### config.mk
export PLATFORM = sky130hd
export DESIGN_NAME = wmf_rank_select
export DESIGN_NICKNAME = d
export VERILOG_FILES = /design/src/sv/window_median_image_filter_defines.svh /design/src/sv/wmf_pkg.sv /design/src/sv/wmf_rank_select.sv
export SDC_FILE = /design/constraint.sdc
export NUM_CORES = 1
export LEC_CHECK = 0
export ABC_CLOCK_PERIOD_IN_PS = 19230
export CAP_MARGIN = 20
export CORE_MARGIN = 3
export CORE_UTILIZATION = 45
export CTS_CLUSTER_DIAMETER = 100
export DETAILED_ROUTE_END_ITERATION = 8
export DONT_BUFFER_PORTS = 1
export PLACE_DENSITY_LB_ADDON = 0.12
export SLEW_MARGIN = 20
export SYNTH_ARGS = -nofsm -noshare
export SYNTH_HDL_FRONTEND = slang
export SYNTH_SLANG_ARGS = --single-unit
### constraint.sdc
create_clock -name clk -period 19.23 [get_ports clk]
set_clock_uncertainty 0.2 [all_clocks]
set_input_delay 5.769 -clock clk [delete_from_list [all_inputs] [get_ports clk]]
set_output_delay 5.769 -clock clk [all_outputs]
set_load 0.02 [all_outputs]
### src/sv/window_median_image_filter_defines.svh
// ----------------------------------------------------------------------------
// Assertion macros for the window median image filter
// Shared property forms used by the RTL checks.
// ----------------------------------------------------------------------------
`ifndef WINDOW_MEDIAN_IMAGE_FILTER_DEFINES_SVH
`define WINDOW_MEDIAN_IMAGE_FILTER_DEFINES_SVH

// Same-cycle implication, disabled during reset.
`define WMF_ASSERT_NOW(lbl, ante, cons, msg) \
    lbl: assert property (@(posedge clk) disable iff (!rst_n) (ante) |-> (cons)) \
        else $error(msg);

// Next-cycle implication, disabled during reset.
`define WMF_ASSERT_NEXT(lbl, ante, cons, msg) \
    lbl: assert property (@(posedge clk) disable iff (!rst_n) (ante) |=> (cons)) \
        else $error(msg);

`endif

### src/sv/wmf_pkg.sv
// ----------------------------------------------------------------------------
// wmf_pkg
// Types and constants shared by the window median image filter modules.
// ----------------------------------------------------------------------------
`timescale 1ns / 1ps
`default_nettype none

package wmf_pkg;

    localparam int CFG_W       = 16;
    localparam int CFG_ADDR_W  = 2;
    localparam int LINE_W      = 16;
    localparam int WIN_W       = 3;
    localparam int LEN_FIELD_W = 11;

    localparam logic [CFG_ADDR_W-1:0] REG_IMAGE_LINES  = 2'd0;
    localparam logic [CFG_ADDR_W-1:0] REG_LINE_LENGTH  = 2'd1;
    localparam logic [CFG_ADDR_W-1:0] REG_WINDOW_LINES = 2'd2;
    localparam logic [CFG_ADDR_W-1:0] REG_WINDOW_COLS  = 2'd3;

    localparam logic KIND_PIXEL = 1'b0;
    localparam logic KIND_FLUSH = 1'b1;

    typedef struct packed {
        logic clear;
        logic push;
        logic start;
    } sel_ctrl_t;

endpackage

`default_nettype wire

### src/sv/wmf_rank_select.sv
// ----------------------------------------------------------------------------
// wmf_rank_select
// Bit-serial rank selection: finds the middle element of the loaded window,
// one result bit per cycle from the most significant bit down.
// ----------------------------------------------------------------------------
`timescale 1ns / 1ps
`default_nettype none

module wmf_rank_select
    import wmf_pkg::*;
#(
    parameter int PIXEL_BITS = 16,
    parameter int MAX_WINDOW = 7
) (
    input  wire logic                  clk,
    input  wire logic                  rst_n,
    input  wire sel_ctrl_t             ctrl,
    input  wire logic [PIXEL_BITS-1:0] push_data,
    output logic                       busy,
    output logic      [PIXEL_BITS-1:0] median
);

    localparam int N  = MAX_WINDOW * MAX_WINDOW;
    localparam int CW = $clog2(N + 1);
    localparam int BW = $clog2(PIXEL_BITS + 1);

    logic [PIXEL_BITS-1:0] value_reg [N];
    logic [N-1:0]          active_reg;
    logic [CW-1:0]         fill_reg;
    logic [CW-1:0]         rank_reg;
    logic [BW-1:0]         step_reg;
    logic                  busy_reg;
    logic [PIXEL_BITS-1:0] median_reg;

    logic [N-1:0]  msb;
    logic [N-1:0]  zeros;
    logic [CW-1:0] count0;
    logic          choose0;

    always_comb
    begin
        count0 = '0;
        for (int k = 0; k < N; k++)
        begin
            msb[k]   = value_reg[k][PIXEL_BITS-1];
            zeros[k] = active_reg[k] & ~value_reg[k][PIXEL_BITS-1];
            count0   = count0 + CW'(zeros[k]);
        end
        choose0 = count0 > rank_reg;
    end

    always_ff @(posedge clk)
    begin
        for (int k = 0; k < N; k++)
        begin
            if (ctrl.push && fill_reg == CW'(k))
            begin
                value_reg[k] <= push_data;
            end
            else if (busy_reg)
            begin
                value_reg[k] <= {value_reg[k][PIXEL_BITS-2:0], 1'b0};
            end
        end
        if (busy_reg)
        begin
            median_reg <= {median_reg[PIXEL_BITS-2:0], ~choose0};
        end
    end

    always_ff @(posedge clk or negedge rst_n)
    begin
        if (!rst_n)
        begin
            fill_reg   <= '0;
            rank_reg   <= '0;
            step_reg   <= '0;
            busy_reg   <= 1'b0;
            active_reg <= '0;
        end
        else
        begin
            if (ctrl.clear)
            begin
                fill_reg <= '0;
            end
            else if (ctrl.push)
            begin
                fill_reg <= fill_reg + CW'(1);
            end

            if (ctrl.start)
            begin
                busy_reg <= 1'b1;
                step_reg <= BW'(PIXEL_BITS);
                rank_reg <= fill_reg >> 1;
                for (int k = 0; k < N; k++)
                begin
                    active_reg[k] <= CW'(k) < fill_reg;
                end
            end
            else if (busy_reg)
            begin
                if (choose0)
                begin
                    active_reg <= active_reg & ~msb;
                end
                else
                begin
                    active_reg <= active_reg & msb;
                    rank_reg   <= rank_reg - count0;
                end
                step_reg <= step_reg - BW'(1);
                if (step_reg == BW'(1))
                begin
                    busy_reg <= 1'b0;
                end
            end
        end
    end

    assign busy   = busy_reg;
    assign median = median_reg;

endmodule

`default_nettype wire

# After elaboration in Yosys (flattened, before gate mapping)
# Memories as Yosys holds them, arrays and structs flattened.
# Cells that the tools add are included.
[classes] n_mux=259 n_lt_le_gt_ge=50 shifts=0 add_sub_neg=51 eq_ne=50 bitwise_logic=151 div=0 reduce_logical=53 multipliers=0
[op_table] cell="2-to-1 mux 16 bit" count=49
[op_table] cell="adder 6 x 1 -> 6 bit" count=43
[op_table] cell="2-to-1 mux 1 bit" count=200
[op_table] cell="2-to-1 mux 49 bit" count=3
[op_table] cell="equality test 6 bit, second input constant" count=17
[op_table] cell="less-than comparator 6 bit, first input constant" count=17
[op_table] cell="bitwise AND 49 bit" count=2
[op_table] cell="equality test 6 x 5 -> 1 bit, second input constant" count=16
[op_table] cell="less-than comparator 5 x 6 -> 1 bit, first input constant" count=16
[op_table] cell="inverter 1 bit" count=50
[op_table] cell="bitwise AND 1 bit" count=49
[op_table] cell="logical AND 1 bit" count=49
[op_table] cell="inverter 49 bit" count=1
[op_table] cell="OR 1 bit" count=49
[op_table] cell="equality test 6 x 4 -> 1 bit, second input constant" count=8
[op_table] cell="less-than comparator 4 x 6 -> 1 bit, first input constant" count=8
[op_table] cell="2-to-1 mux 6 bit" count=5
[op_table] cell="equality test 6 x 3 -> 1 bit, second input constant" count=4
[op_table] cell="less-than comparator 3 x 6 -> 1 bit, first input constant" count=4
[op_table] cell="equality test 6 x 2 -> 1 bit, second input constant" count=2
[op_table] cell="less-than comparator 1 x 6 -> 1 bit, first input constant" count=2
[op_table] cell="less-than comparator 2 x 6 -> 1 bit, first input constant" count=2
[op_table] cell="2-to-1 mux 5 bit" count=2
[op_table] cell="adder 5 x 1 -> 6 bit" count=1
[op_table] cell="other kinds (14)" count=15
[totals] romBits=0 input_bits=21 latch_bits=0 regBits=83 ram_bits=784 mem_count=1 elab_cells=621
[mem_list] name="value_reg" depth=49 word_bits=16 rd=49 rd_ports_with_merged_regs=0 wr=49 line_no="wmf_rank_select.sv:27" source="logic [PIXEL_BITS-1:0] value_reg [N];"

# Longest topological paths before layout
# Gate-level depths: netlist of the first run.
[depth] word_depth=54 ltp_mapped=28

# Least setup slack after synthesis of the first run
# OpenSTA, ideal clock, no wires.
[synth_path] path_type="input to register" startpoint="input ctrl[1] (netlist name)" endpoint="memory value_reg[39][0] (netlist: value_reg[1][112]) (enable)" path_buffers=1 path_slack_ps=10810 t_required_ps=18594 arrival_ps=7785 cell_stages=3 path_cell_list="nand2_1 buf_2 o41ai_1"
[synth_rtl] item="from (decl)" line_no="wmf_rank_select.sv:17" source="input wire sel_ctrl_t ctrl,"
[synth_rtl] item="to (decl)" line_no="wmf_rank_select.sv:27"

==> summary.md, run 1 <==
- **run status** complete, no violations
- **number of detailed-routing iterations run before antenna repair** 5
- **count of nets left with antenna violations after detail routing** 0
- **most used cells in the layout excluding fill and tap cells** edfxtp_1 (799), mux2_2 (708), nand2_1 (126), clkbuf_16 (97), dfrtp_1 (66)
- **setup slack after layout** 10.79 ns
- **Ant. Diodes** 0
- **Peak VDD IR** 464 µV
- **number of gates given a new drive strength after cts** 0
- **number of violations reported at the end of detailed-routing iteration 0** 1737
- **final HPWL from detailed placement** 46.7 mm
- **number of global-route vias before repair** 21830
- **proportion of synthesized chip area in sequential cells** 64.2%
- **CP Data Required Time** 19.61 ns
- **beginning of the worst register-to-register path** value_reg[0][287]$_DFFE_PP_
- **worst hold path type** reg -> reg
- **Final GP Congestion** 0.837
- **crit path capture type** register
- **category of the most critical setup path** reg -> reg
- **share of the clock period used by the worst path after layout** 43.9%
- **FFs w/ async S/R, synth** 7.73%
- **dpl cell area** 0.0408 mm²
- **hold-fix buffer count after cts** 0
- **Mapped Cells** 2581
- **fraction of layout cells with a size suffix above 1** 36.1%
- **buffer count from post-CTS setup fixing** 0
- **worst-path maximum fanout** 53
- **Power, Total** 8.12 mW
- **overflow left after global routing** 0
- **area occupied by multi-input gates** 0.0132 mm²
- **transition time at the pin with the least slew margin** 1.05 ns
- **number of nets produced by synthesis** 2663
- **total global routing track utilization** 18.8%
- **root buf cell** clkbuf_16
- **total of endpoints with negative setup slack in the final report** 0
- **die width** 304 µm
- **Die ar.** 0.0925 mm²
- **reg-to-reg slack, setup** 10.79 ns
- **cell area after technology mapping** 0.0400 mm²
- **post-synthesis average cell area** 15.5 µm²
- **total I/O pin count** 38
- **reported leakage power** 17.5 nW
- **startpoint of the lowest-slack hold path** value_reg[1][0]$_SDFFE_PP0P_
- **post-route DRC violation count** 0
- **initial antenna violation count** 4
- **standard cell core area** 0.0874 mm²
- **Max-cap violations** 0
- **cell row count** 108
- **setup TNS after final layout** 0 ns
- **CP startpoint** value_reg[0][287]$_DFFE_PP_
- **worst setup path endpoint** rank_reg[0]$_DFFE_PN0P_
- **r2r endpoint** rank_reg[0]$_DFFE_PN0P_
- **crit path DAT** 8.82 ns
- **startpoint types** register
- **setup repair after global routing missed its margin** false
- **distinct cell type count of the synthesized netlist** 64
- **clock tree from TritonCTS** built
- **clock latency on the worst-skew pair** 0.66 ns
- **clock buffer count from CTS** 96
- **number of vias in the routed layout** 21240
- **maximum buffer depth of the clock tree** 3
- **CTS HTree Levels** 3
- **final count of hold timing violations** 0
- **detailed-route vias per instance** 5.66
- **Port Buf Inserts** 0
- **Filler Cell Count** 7338
- **leading cell type in the layout, fill and taps excluded** edfxtp_1
- **number of synthesized flops with an enable pin** 799
- **Final Critical Period** 8.44 ns
- **Yosys warning total** 0
- **Worst Reg2Reg Path Length in Cells** 23
- **# nets final** 2600
- **wire length after detailed routing** 87.4 mm
- **Avg WL per Cell** 23.3 µm
- **Register Area** 0.0257 mm²
- **first-pass GRT wire length** 135 mm
- **remaining max-slew budget at the tightest pin** 29.5%
- **register bit total from synthesis** 867
- **flip-flop count of the largest register, all copies and words added** 784
- **clock-pin slew on the worst setup and hold paths** 0.06 ns
- **number of max-slew violations in the final report** 0
- **final standard cell area without fillers** 0.0438 mm²
- **initial cell density of the core** 45.7%
- **Setup Slack @ Placement** 10.78 ns
- **maximum number of pins on one net before global-route repair** 89
- **# clock sinks** 867
- **Max Clk Rate** 0.118 GHz
- **top_reg_cell synth** edfxtp_1
- **power density over cell area** 185 mW/mm²
- **die span in y** 304 µm
- **area delta synth->final** 9.53%
where the power goes:
| part | total [mW] | switching [mW] | internal [mW] | leakage (nW) |
|---|---|---|---|---|
| Sequential | 3.31 | 0.267 | 3.04 | 10.2 |
| Clock | 1.76 | 0.752 | 1.01 | 1.45 |
| Combinational | 3.06 | 1.68 | 1.38 | 5.85 |
kinds of logic (layout without fill, tap and decap cells):
group / count (synthesis) / count (layout) / synth area share [%]
and+or+nand+nor: 455 / 455 / 5.93
DFF: 867 / 867 / 64.2
buffers and inverters: 261 / 279 / 2.90
xor gates and xnor gates: 15 / 15 / 0.328
adders and majority gates: 61 / 61 / 2.68
muxes: 729 / 729 / 20.5
AOI/OAI and AO/OA: 193 / 193 / 3.43
stage by stage:
step           cells  utilization, %  hold WS (ns)
2_1_floorplan   2581               -         0.236
3_3_place_gp    3575            46.7         0.250
3_5_place_dp    3575            46.7         0.259
4_1_cts         3754            50.1         0.268
5_1_grt         3754            50.1         0.308
6_report        3754            50.1         0.266
synth_stat cells (all sizes together), types with 7 or more instances:
master  instances  area (µm²)
a21oi          22         110
inv            60         225
a211o          14         123
xnor2           8        70.1
o21ai         107         644
clkbuf        118         444
nor3b           9        67.6
nand3          31         155
nor3           29         145
edfxtp        799       24000
ha             20         250
and3           19         119
and2           51         319
and4           11        96.3
a311oi         14         210
mux2          720        8110
buf            83         492
nand4           9        56.3
mux2i           9        90.1
xor2            7        61.3
nand2b         29         181
nand2         136         536
dfrtp          67        1680
nor4           14        87.6
fa             41         821
or3             8        50.1
o22ai          11        68.8
nor2b          27         169
nor2           63         239
worst min path at each step:
stage,end,depth (start not counted)
2_1_floorplan,value_reg[1][0]$_SDFFE_PP0P_,2
3_3_place_gp,value_reg[1][0]$_SDFFE_PP0P_,2
3_5_place_dp,value_reg[1][0]$_SDFFE_PP0P_,2
4_1_cts,value_reg[1][0]$_SDFFE_PP0P_,2
5_1_grt,value_reg[1][0]$_SDFFE_PP0P_,2
6_report,value_reg[1][0]$_SDFFE_PP0P_,2
routing by layer:
layer / part of all wire (%) / wire, µm / vias to the layer above / global-route usage (%)
met2: 46 / 39900 / 491 / 28.9
met1: 47 / 40800 / 11109 / 27.4
met3: 5.4 / 4700 / 130 / 3.67
li1: - / - / 9510 / -
met5: 0 / 0 / - / 0
met4: 2.3 / 2000 / 0 / 5.07
cell type report:
class	instances	share of cell area, %
tap	1155	3.30
multi-input combinational	1453	30.0
clock buffer	124	5.77
sequential	867	58.6
clock inverter	55	1.04
inverter	60	0.514
timing repair buffer	40	0.685
critical path: stages, from the launching register on:
cell      delay (ns)
edfxtp_1        0.43
nand2b_1        0.20
fa_1            0.53
fa_1            0.56
inv_1           0.07
fa_1            0.50
inv_1           0.05
fa_1            0.46
fa_1            0.52
fa_1            0.56
inv_1           0.06
fa_1            0.50
fa_1            0.45
inv_1           0.08
fa_1            0.45
fa_1            0.45
a211o_1         0.33
a211o_1         0.32
o21ai_4         0.08
buf_4           0.46
inv_2           0.18
buf_4           0.39
a311o_1         0.45
o21ai_1         0.07
Power figures use the tool's default switching activity.
==> inputs of run 2 (changes only) <==
--- a/config.mk
+++ b/config.mk
@@ -5,7 +5,7 @@
 export SDC_FILE = /design/constraint.sdc
 export NUM_CORES = 1
 export LEC_CHECK = 0
-export ABC_CLOCK_PERIOD_IN_PS = 19230
+export ABC_CLOCK_PERIOD_IN_PS = 7900
 export CAP_MARGIN = 20
 export CORE_MARGIN = 3
 export CORE_UTILIZATION = 45
==> constraint.sdc (replaced) <==
create_clock -name clk -period 7.9 [get_ports clk]
set_clock_uncertainty 0.2 [all_clocks]
set_input_delay 2.37 -clock clk [delete_from_list [all_inputs] [get_ports clk]]
set_output_delay 2.37 -clock clk [all_outputs]
set_load 0.02 [all_outputs]
==> summary.md, run 2 (synthesis gave the netlist of run 1 again) <==
- **run status** complete, no violations
- **setup TNS after final layout** 0 ns, unchanged
- **Peak VDD IR** 832 µV, +79%
- **top routing layer in use** met5
- **clock tree from TritonCTS** built
- **Final GP Congestion** 0.819, -2.1%
- **root buf cell** clkbuf_16
- **power density over cell area** 505 mW/mm², +170%
- **Final Critical Period** 7.68 ns, -0.762 ns
- **Cells on Worst Hold Path** 2, unchanged
- **die span in y** 304 µm, unchanged
- **clock latency on the worst-skew pair** 0.65 ns, about the same
- **initial antenna violation count** 3, -1
- **part of the total power dissipated in the clock network** 19.5%, -2.2 points
- **# clock sinks** 867, unchanged
- **Setup Slack @ Placement** 0.0927 ns, -10.69 ns
- **# nets final** 2620, +0.77%
- **design internal power** 14.9 mW, +170%
- **Avg WL per Cell** 23.2 µm, -0.31%
- **startpoint types** register
- **Ant. Diodes** 0, unchanged
- **first-pass GRT wire length** 134 mm, -0.69%
- **die width** 304 µm, unchanged
- **total I/O pin count** 38, unchanged
- **post-route insts no fill** 3772, +0.48%
- **worst hold path type** reg -> reg
- **total global routing track utilization** 18.6%, -0.14 points
- **clock-pin slew on the worst setup and hold paths** 0.06 ns, about the same
- **share of the clock period used by the worst path after layout** 97.2%, +53 points
- **category of the most critical setup path** reg -> reg
- **proportion of power drawn by combinational gates** 44.5%, +6.9 points
- **CTS HTree Levels** 3, unchanged
- **reported leakage power** 17.7 nW, +1.2%
- **Max Clk Rate** 0.130 GHz, +9.9%
- **Die ar.** 0.0925 mm², unchanged
- **Filler Cell Count** 7296, -0.57%
- **remaining max-slew budget at the tightest pin** 30.1%, +0.56 points
- **hold-fix buffer count after cts** 0, unchanged
- **maximum number of pins on one net before global-route repair** 89, unchanged
- **final HPWL from detailed placement** 47.6 mm, +1.9%
- **fraction of layout cells with a size suffix above 1** 37.1%, +1.1 points
- **number of violations reported at the end of detailed-routing iteration 0** 1750, +0.75%
- **post-route DRC violation count** 0, unchanged
- **area delta synth->final** 10.5%
- **Worst Reg2Reg Path Length in Cells** 23, unchanged
- **setup slack after layout** 0.217 ns, -10.57 ns
- **Met3 Wirelength** 4.52 mm, -3.9%
- **number of vias in the routed layout** 21350, +0.52%
- **Register Area** 0.0257 mm², unchanged
- **final count of hold timing violations** 0, unchanged
- **initial cell density of the core** 45.7%, unchanged
- **total of endpoints with negative setup slack in the final report** 0, unchanged
- **overflow left after global routing** 0, unchanged
- **routed metal-1 wire length** 41.6 mm, +2.0%
- **cell row count** 108, unchanged
- **leading cell type in the layout, fill and taps excluded** edfxtp_1
- **flip-flop count of the largest register, all copies and words added** 784, unchanged
- **Max-cap violations** 0, unchanged
- **crit path capture type** register
- **standard cell core area** 0.0874 mm², unchanged
- **DP Cell Count** 3579, +0.11%
- **number of detailed-routing iterations run before antenna repair** 5, unchanged
- **number of max-slew violations in the final report** 0, unchanged
- **area occupied by multi-input gates** 0.0132 mm², +0.22%
- **switching part of the total** 33.2%, about the same
- **crit path DAT** 8.06 ns, -0.76 ns
- **maximum buffer depth of the clock tree** 3, unchanged
- **wire length after detailed routing** 87.6 mm, +0.17%
- **count of nets left with antenna violations after detail routing** 0, unchanged
- **clock buffer count from CTS** 95, -1.0%
- **register share of total power** 35.9%, -4.8 points
- **Sw Pwr** 7.41 mW, +170%
- **number of global-route vias before repair** 21653, -0.81%
- **met2 layer wire length in the routed design** 39.8 mm, -0.35%
- **most used cells in the layout excluding fill and tap cells** edfxtp_1 (799), mux2_2 (708), nand2_1 (126), clkbuf_16 (98), dfrtp_1 (66)
- **Power, Total** 22.3 mW, +170%
- **detailed-route vias per instance** 5.66, about the same
- **worst-path maximum fanout** 16, -70%
- **transition time at the pin with the least slew margin** 1.05 ns, -0.00836 ns
- **CP Data Required Time** 8.28 ns, -11.33 ns
- **Port Buf Inserts** 0, unchanged
## run 2: worst max-delay path, cell delays in order (launching register included)
cell and delay, ns:
edfxtp_1 0.42, nand2b_1 0.19, fa_1 0.53, fa_1 0.56, inv_1 0.07, fa_1 0.50, inv_1 0.05, fa_1 0.46
fa_1 0.50, fa_1 0.55, inv_1 0.06, fa_1 0.50, fa_2 0.40, inv_1 0.07, fa_1 0.47, fa_2 0.40
a211o_1 0.33, a211o_4 0.37, o21ai_4 0.17, clkinv_4 0.10, buf_12 0.16, clkbuf_16 0.19, nor3_1 0.18, a211o_1 0.13
## run 2: layout make-up
cell class	count	area share, %
Sequential cell	867	58.1
Clock inverter	60	1.28
Clock buffer	116	5.67
Inverter	60	0.521
Multi-Input combinational cell	1454	29.8
Timing Repair Buffer	60	1.30
Tap cell	1155	3.27
## run 2: power groups by stage
stage | logic, mW | registers, mW | clock network [mW]
2_1_floorplan | 6.24 | 7.85 | 0
3_3_place_gp | 7.68 | 8.05 | 0
3_5_place_dp | 7.96 | 8.11 | 0
4_1_cts | 8.01 | 8.03 | 4.47
5_1_grt | 10.7 | 8.20 | 4.67
6_report | 9.93 | 8.01 | 4.36
## run 2: what timing repair did
item / CTS / global route
setup endpoints to repair: 0 / 43
endpoints found under the hold margin: 0 / 0
setup buffers: 0 / 13
gates resized for setup: 0 / 13
## run 2: final timing paths
path	start	end	slack [ns]
max	value_reg[0][351]$_DFFE_PP_	active_reg[46]$_DFFE_PN0P_	0.22
min	value_reg[1][0]$_SDFFE_PP0P_	value_reg[1][0]$_SDFFE_PP0P_	0.28
max reg2reg	value_reg[0][351]$_DFFE_PP_	active_reg[46]$_DFFE_PN0P_	0.22
min reg2reg	value_reg[1][0]$_SDFFE_PP0P_	value_reg[1][0]$_SDFFE_PP0P_	0.28
max in group asynchronous	rst_n	fill_reg[0]$_DFFE_PN0P_	6.08
min in group asynchronous	rst_n	active_reg[32]$_DFFE_PN0P_	1.23
## run 2: layer usage
| layer | up-vias | GRT usage, % |
|---|---|---|
| met4 | 2 | 4.62 |
| met3 | 117 | 3.39 |
| met5 | - | 0 |
| met2 | 495 | 28.7 |
| li1 | 9579 | - |
| met1 | 11157 | 27.4 |
## run 2: metrics by stage
step / hold slack (ns) / utilization [%] / area [µm²]
6_report: 0.283 / 50.6 / 44200
5_1_grt: 0.322 / 50.6 / 44200
4_1_cts: 0.286 / 50.3 / 44000
3_5_place_dp: 0.281 / 46.8 / 40900
3_3_place_gp: 0.247 / 46.8 / 40900
2_1_floorplan: 0.236 / - / 40000
